==> config.mk <==
export PLATFORM = sky130hd
export DESIGN_NAME = bhe_front
export DESIGN_NICKNAME = d
export VERILOG_FILES = /design/src/hdl/byte_histogram_engine_top_defines.svh /design/src/hdl/bhe_pkg.sv /design/src/hdl/bhe_fifo.sv /design/src/hdl/bhe_front.sv
export SDC_FILE = /design/constraint.sdc
export NUM_CORES = 1
export LEC_CHECK = 0
export BUFFER_PORTS_ARGS = -buffer_cell sky130_fd_sc_hd__buf_2
export CAP_MARGIN = 20
export CELL_PAD_IN_SITES_DETAIL_PLACEMENT = 0
export CELL_PAD_IN_SITES_GLOBAL_PLACEMENT = 1
export CORE_MARGIN = 1.5
export CORE_UTILIZATION = 35
export CTS_CLUSTER_SIZE = 30
export DETAILED_ROUTE_END_ITERATION = 6
export GPL_ROUTABILITY_DRIVEN = 0
export PLACE_DENSITY_LB_ADDON = 0.08
export SLEW_MARGIN = 15
export SYNTH_ARGS = -nofsm -noshare
export SYNTH_HDL_FRONTEND = slang
export SYNTH_SLANG_ARGS = --single-unit
==> constraint.sdc <==
create_clock -name clock -period 2.95 [get_ports clock]
set_clock_uncertainty 0.05 [all_clocks]
set_input_delay 0.885 -clock clock [delete_from_list [all_inputs] [get_ports clock]]
set_output_delay 0.885 -clock clock [all_outputs]
set_load 0.02 [all_outputs]
==> src/hdl/byte_histogram_engine_top_defines.svh <==
// assertion macros for the byte histogram engine
// no dependencies; included by the modules that carry assertions
`ifndef BYTE_HISTOGRAM_ENGINE_TOP_DEFINES_SVH
`define BYTE_HISTOGRAM_ENGINE_TOP_DEFINES_SVH
`ifndef NO_ASSERTIONS
// checked property, disabled while reset is high
`define BHE_ASSERT(lbl, clk, rst, prop, msg) \
   lbl: assert property (@(posedge clk) disable iff (rst) prop) else $error(msg);
// checked property, also checked during reset
`define BHE_ASSERT_ALWAYS(lbl, clk, prop, msg) \
   lbl: assert property (@(posedge clk) prop) else $error(msg);
`else
`define BHE_ASSERT(lbl, clk, rst, prop, msg)
`define BHE_ASSERT_ALWAYS(lbl, clk, prop, msg)
`endif
`endif

==> src/hdl/bhe_pkg.sv <==
// shared types, field widths and op codes of the byte histogram engine
// no dependencies; imported by the top level, front end and back end
package bhe_pkg;

   // default configuration
   localparam int DEF_NUM_BINS    = 256;
   localparam int DEF_COUNT_WIDTH = 32;

   // queue sizes
   localparam int WORK_Q_DEPTH = 2;

   // fixed field widths
   localparam int OP_W        = 2;
   localparam int KEY_W       = 8;
   localparam int WEIGHT_W    = 16;
   localparam int OUT_COUNT_W = 32;

   // op codes
   localparam logic [OP_W-1:0] OP_ACCUM      = 2'd0;
   localparam logic [OP_W-1:0] OP_READ       = 2'd1;
   localparam logic [OP_W-1:0] OP_READ_CLEAR = 2'd2;
   localparam logic [OP_W-1:0] OP_NONE       = 2'd3;

   // one queued work item
   typedef struct packed {
      logic [OP_W-1:0]     op;
      logic [KEY_W-1:0]    key;
      logic [WEIGHT_W-1:0] weight;
   } bhe_item_type;

   // one result
   typedef struct packed {
      logic [KEY_W-1:0]       bin_index;
      logic [OUT_COUNT_W-1:0] bin_count;
      logic                   saturated;
   } bhe_rsp_type;

endpackage

==> src/hdl/bhe_fifo.sv <==
// small register fifo used for the work queue and the result queue
// depends on nothing
module bhe_fifo #(
   parameter int WIDTH = 8,
   parameter int DEPTH = 2
) (
   input  logic             clock,
   input  logic             reset,
   input  logic             push,
   output logic             full,
   input  logic [WIDTH-1:0] din,
   input  logic             pop,
   output logic             empty,
   output logic [WIDTH-1:0] dout
);

   localparam int AW = (DEPTH > 1) ? $clog2(DEPTH) : 1;
   localparam int CW = $clog2(DEPTH + 1);

   logic [WIDTH-1:0] mem_ff [DEPTH];
   logic [AW-1:0]    wr_ptr_ff, wr_ptr_in;
   logic [AW-1:0]    rd_ptr_ff, rd_ptr_in;
   logic [CW-1:0]    count_ff, count_in;
   logic             do_push, do_pop;

   assign full    = (count_ff == CW'(DEPTH));
   assign empty   = (count_ff == '0);
   assign do_push = push && !full;
   assign do_pop  = pop && !empty;
   assign dout    = mem_ff[rd_ptr_ff];

   // pointer and fill count update
   always_comb begin
      wr_ptr_in = wr_ptr_ff;
      rd_ptr_in = rd_ptr_ff;
      count_in  = count_ff;
      if (do_push) begin
         wr_ptr_in = (wr_ptr_ff == AW'(DEPTH - 1)) ? '0 : wr_ptr_ff + 1'b1;
      end
      if (do_pop) begin
         rd_ptr_in = (rd_ptr_ff == AW'(DEPTH - 1)) ? '0 : rd_ptr_ff + 1'b1;
      end
      if (do_push && !do_pop) begin
         count_in = count_ff + 1'b1;
      end else if (do_pop && !do_push) begin
         count_in = count_ff - 1'b1;
      end
   end

   always_ff @(posedge clock) begin
      if (reset) begin
         wr_ptr_ff <= '0;
         rd_ptr_ff <= '0;
         count_ff  <= '0;
      end else begin
         wr_ptr_ff <= wr_ptr_in;
         rd_ptr_ff <= rd_ptr_in;
         count_ff  <= count_in;
      end
   end

   // storage, no reset
   always_ff @(posedge clock) begin
      if (do_push) begin
         mem_ff[wr_ptr_ff] <= din;
      end
   end

endmodule

==> src/hdl/bhe_front.sv <==
// front end: accepts request transfers, drops unused op codes, maps key to bin
// depends on bhe_pkg and bhe_fifo
module bhe_front #(
   parameter int NUM_BINS = bhe_pkg::DEF_NUM_BINS
) (
   input  logic                        clock,
   input  logic                        reset,
   input  logic                        req_push,
   output logic                        req_full,
   input  bhe_pkg::bhe_item_type       req_item,
   output logic                        item_valid,
   output bhe_pkg::bhe_item_type       item,
   output logic [$clog2(NUM_BINS)-1:0] item_bin,
   input  logic                        item_pop
);
   import bhe_pkg::*;

   localparam int BIN_W  = $clog2(NUM_BINS);
   localparam int KEYS   = 1 << KEY_W;
   localparam int ITEM_W = $bits(bhe_item_type);
   localparam int QW     = ITEM_W + BIN_W;

   logic [BIN_W-1:0] bin_table [KEYS];
   logic [BIN_W-1:0] bin;
   logic [QW-1:0]    q_dout;
   logic             q_empty;
   logic             q_full;
   logic             q_push;

   // key modulo bin count as a fixed lookup over every key value
   for (genvar g = 0; g < KEYS; g++) begin : g_bin_map
      assign bin_table[g] = BIN_W'(g % NUM_BINS);
   end

   assign bin = bin_table[req_item.key];

   // unused op code is consumed without queuing
   assign q_push   = req_push && !q_full && (req_item.op != OP_NONE);
   assign req_full = q_full;

   bhe_fifo #(
      .WIDTH(QW),
      .DEPTH(WORK_Q_DEPTH)
   ) u_queue (
      .clock(clock),
      .reset(reset),
      .push (q_push),
      .full (q_full),
      .din  ({req_item, bin}),
      .pop  (item_pop),
      .empty(q_empty),
      .dout (q_dout)
   );

   assign item_valid = !q_empty;
   assign item       = q_dout[QW-1:BIN_W];
   assign item_bin   = q_dout[BIN_W-1:0];

endmodule

# Word level (Yosys, flattened, before mapping)
# Memories as Yosys holds them, arrays and structs flattened. A register that Yosys moved wholly into a read port is not among the register bits.
# Cells that the tools add are included.
[classes] add_sub_neg=4 n_lt_le_gt_ge=1 n_eq_ne=2 mux=10 bitwise=1 n_reduce_logical=12
[ops] cell="$mux W8" count=2
[ops] cell="$ge A9 B9 Y1 const B" count=1
[ops] cell="$not A8 Y9" count=1
[ops] cell="$logic_and A1 B1 Y1" count=6
[ops] cell="$mux W1" count=6
[ops] cell="$logic_not A1 Y1" count=4
[ops] cell="$mux W2" count=2
[ops] cell="$add A1 B1 Y1 const B" count=2
[ops] cell="$add A2 B1 Y2 const B" count=1
[ops] cell="$eq A2 B2 Y1 const B" count=1
[ops] cell="$logic_not A2 Y1" count=1
[ops] cell="$ne A2 B2 Y1 const B" count=1
[ops] cell="$reduce_bool A2 Y1" count=1
[ops] cell="$sub A2 B1 Y2 const B" count=1
[word_totals] register_bits=4 mem_bits_rw=68 rom_bits=2048 input_bits=30 output_inout_bits=36 word_cells=35 mem_count=2
[mem_list] memory="(name not given)" words=256 width=8 read_ports=1 rd_ports_with_merged_regs=0 write_ports=0 line="bhe_front.sv:35" text="assign bin = bin_table[req_item.key];"
[mem_list] memory="u_queue.mem_ff" words=2 width=34 read_ports=1 rd_ports_with_merged_regs=1 write_ports=1 line="bhe_fifo.sv:20" text="logic [WIDTH-1:0] mem_ff [DEPTH];"

# Logic depth before layout (Yosys ltp)
[depth] ltp_word=9 ltp_mapped=6 depth_no_buf=6

# Cells and area by module
# A second synthesis with hierarchy kept.
[unflattened] cells_unflattened=134 hier_area_um2=2687.6
[modules_own_cells] mod="bhe_fifo" instances=1 cells_per_inst=131 area_each_um2=2667.6
[modules_own_cells] mod="bhe_front" instances=1 cells_per_inst=3 area_each_um2=20.0

# Worst setup path after synthesis
# OpenSTA, ideal clock, no wires.
[synth_timing] kind="input port to flip-flop" from="in req_item[24] (netlist bit)" to="mem u_queue.mem_ff[0][10] (netlist bit) (enable)" setup_time_ps=412 t_arrival_ps=2385 required_ps=2488 path_slack_ps=103 path_stages=2 path_buffers=0 cell_sequence="a211oi_4 > nor2b_1"
[synth_via] elab_chain_len=5
[synth_rtl] element="start: declaration" line="bhe_front.sv:10" text="input bhe_pkg::bhe_item_type req_item,"
[synth_rtl] element="$ne A2 B2 Y1" line="bhe_front.sv:38" text="assign q_push = req_push && !q_full && (req_item.op != OP_NONE);"
[synth_rtl] element="$logic_and A1 B1 Y1" line="bhe_front.sv:38"
[synth_rtl] element="$logic_and A1 B1 Y1" line="bhe_fifo.sv:28" text="assign do_push = push && !full;"
[synth_rtl] element="$mux W1" line="bhe_fifo.sv:64" text="if (do_push) begin"
[synth_rtl] element="$mux W1 (implied by the code)" line="bhe_fifo.sv:65" text="mem_ff[wr_ptr_ff] <= din;"
[synth_rtl] element="end: declaration" line="bhe_fifo.sv:20"
# No other way between the ends.

==> impl_metrics.tcl <==
set metrics [dict create \
    yosysTopAreaCell "edfxtp_1" \
    async_flop_share 0 \
    wl_met3_um 288 \
    cpMaxStageDelayCell "mux2_2" \
    grt_max_degree 15 \
    drtAntennaViolNets 0 \
    outcome "finished clean" \
    synth_edf_count 52 \
    cts_setup_buffers 0 \
    pin_count 66 \
    critPathRequiredTime_ns 2.02 \
    post-route-period-util 0.799 \
    power_density_nw_per_um2 898 \
    min_path_type "reg -> reg" \
    peakVddDrop_v 0.000492 \
    wl_per_cell_um 13.6 \
    wl_met1_mm 1.44 \
    finalCriticalPeriod_ns 2.36 \
    leakagePower_uw 0.00106 \
    worst_slew_margin_rel 0.780 \
    slew_viol_final 0 \
    cts_tree "built" \
    hold_ws_ns 0.460 \
    track_usage 0.111 \
    crit_buf_inv 2 \
    cts-resized-gates 0 \
    area.growth.synth_to_final_pct 26.1 \
    rsz0062_at_grt "false" \
    postSynthAreaPerCell_um2 19.1 \
    synth_top_area_share 0.718 \
    ys_seq_area_frac 0.765 \
    cts-buffers-inserted 9 \
    yosys_register_bits 57 \
    layout-drive-gt1-share 0.600 \
    synthTopCellsByArea "edfxtp_1 72%, mux2_2 13%, dfxtp_1 4.6%" \
    clk_path_buf_depth 2 \
    totalWireLength_mm 3.60 \
    end_kind "primary output" \
    syn-instance-count 114 \
    gr-total-overflow 0 \
    path_class "reg -> out" \
    setup_ws_ns 0.593 \
    startpoint_type "register" \
    drtIter0Drc 54 \
    design_area_um2 2740 \
    grt_pass1_vias 1111 \
    root_buffer "clkbuf_8" \
    setup_tns_ns 0 \
    dp_slack_ns 0.679 \
    h-tree-depth 3 \
    worst_path_largest_cell_delay_ns 0.37 \
    grt_pass1_wl_mm 5.10 \
    rows 28 \
    fin_nets 216 \
    antenna_cells 0 \
    reg2reg_slack_ns 1.23 \
    clock_latency_ns 0.32 \
    synthFlopType "edfxtp_1" \
    dpl_cell_area_um2 2560 \
    synthTopCellsByCount "52 x edfxtp_1, 26 x mux2_2, 8 x buf_4" \
    die_x_um 81.8 \
    ctsHoldBuffers 0 \
    via_per_inst 4.38 \
    maxCapViolations 0 \
    yosysWarnings 0 \
    path_clk_slew_ns 0.06 \
    start_util 0.365 \
    cts_sinks 57 \
    max_freq_mhz 424 \
    io_buffer_count 65 \
    worstPathArrival_ns 1.42 \
    num_vias 1161 \
    core_area_um2 5960 \
    wl_met2_mm 1.76 \
    cp_top_family "buffers and inverters" \
    syn_nets 145 \
    syn_area_um2 2170 \
    synth_cell_type_count 18 \
    path_cells "buf_4, mux2_2, buf_2" \
    die_y_um 81.8 \
    die-area_um2 6690 \
    dr.pass1.iters 3 \
    worst_pin_slew_ns 0.326 \
    antenna_found_initial 0 \
    finalHoldViolations 0 \
    top_layer_used "met4" \
    place_hpwl_mm 2.48 \
    critPathMaxFanout 14 \
    yosysMostFrequentCell "edfxtp_1" \
    drc_errors 0 \
    finalSetupViolCount 0 \
]
-- report_power, final --
group | total, uW | internal [uW] | switching [uW] | leakage, uW
Clock | 628 | 350 | 278 | 0.0000867
Sequential | 1050 | 1010 | 40.2 | 0.000522
Combinational | 783 | 321 | 461 | 0.000449
Total | 2460 | 1680 | 780 | 0.00106
-- registers in the layout, indices dropped and copies added (netlist names), named ones only --
signal / count
u_queue.wr_ptr_ff: 1
u_queue.rd_ptr_ff: 1
u_queue.mem_ff: 52
u_queue.count_ff: 2
-- per-layer routing --
metal / up-vias / track usage
met5: - / 0
met4: 0 / 0.0814
met3: 10 / 0.0478
met2: 45 / 0.170
met1: 540 / 0.124
li1: 566 / -
-- through the flow --
stage          total power, uW  std cells   util
6_report                  2460        265  0.460
5_1_grt                   2600        265  0.460
4_1_cts                   2500        265  0.460
3_5_place_dp              1870        249  0.431
3_3_place_gp              1850        249  0.431
2_1_floorplan             1650        114      -
-- path summary, 6_finish.rpt --
| kind | from | to | depth (start not counted) |
|---|---|---|---|
| worst min register to register | u_queue.rd_ptr_ff | u_queue.rd_ptr_ff | 2 |
| worst max-delay path | register | item_bin[0] | 3 |
| worst min-delay path | u_queue.rd_ptr_ff | u_queue.rd_ptr_ff | 2 |
| worst max register to register | u_queue.count_ff[0] | u_queue.count_ff[1] | 5 |
-- worst min-delay path, stage by stage (launching register included) --
cell and delay [ns]:
dfxtp_1 0.32, xor2_1 0.08, nor2_1 0.08
-- area by class of cell --
| type | count | area (um^2) |
|---|---|---|
| well taps | 75 | 93.8 |
| fillers | 551 | 3220 |
| flip-flops and latches | 57 | 1660 |
| clock inverters | 2 | 12.5 |
| repair buffers | 71 | 370 |
| multi-input cells | 45 | 435 |
| clock buffers | 14 | 163 |
| inverters | 1 | 3.75 |
-- cell usage in the layout, fill, tap and decap left out, types with 2 or more instances in the layout --
master / n
buf_2: 65
buf_4: 6
clkbuf_1: 3
clkbuf_8: 11
dfxtp_1: 5
edfxtp_1: 52
mux2_2: 26
nor2_1: 4
nor2b_2: 2
o21ai_0: 2
xor2_1: 3
-- cells by family after synthesis --
| kind of cell | share of synthesized area |
|---|---|
| flops | 0.765 |
| mux | 0.140 |
| buf+inv | 0.0363 |
| simple gates | 0.0253 |
| compound gates | 0.0161 |
| xor+xnor | 0.0121 |
| fa+ha+maj | 0.00576 |
(Power assumes the default switching activity.)
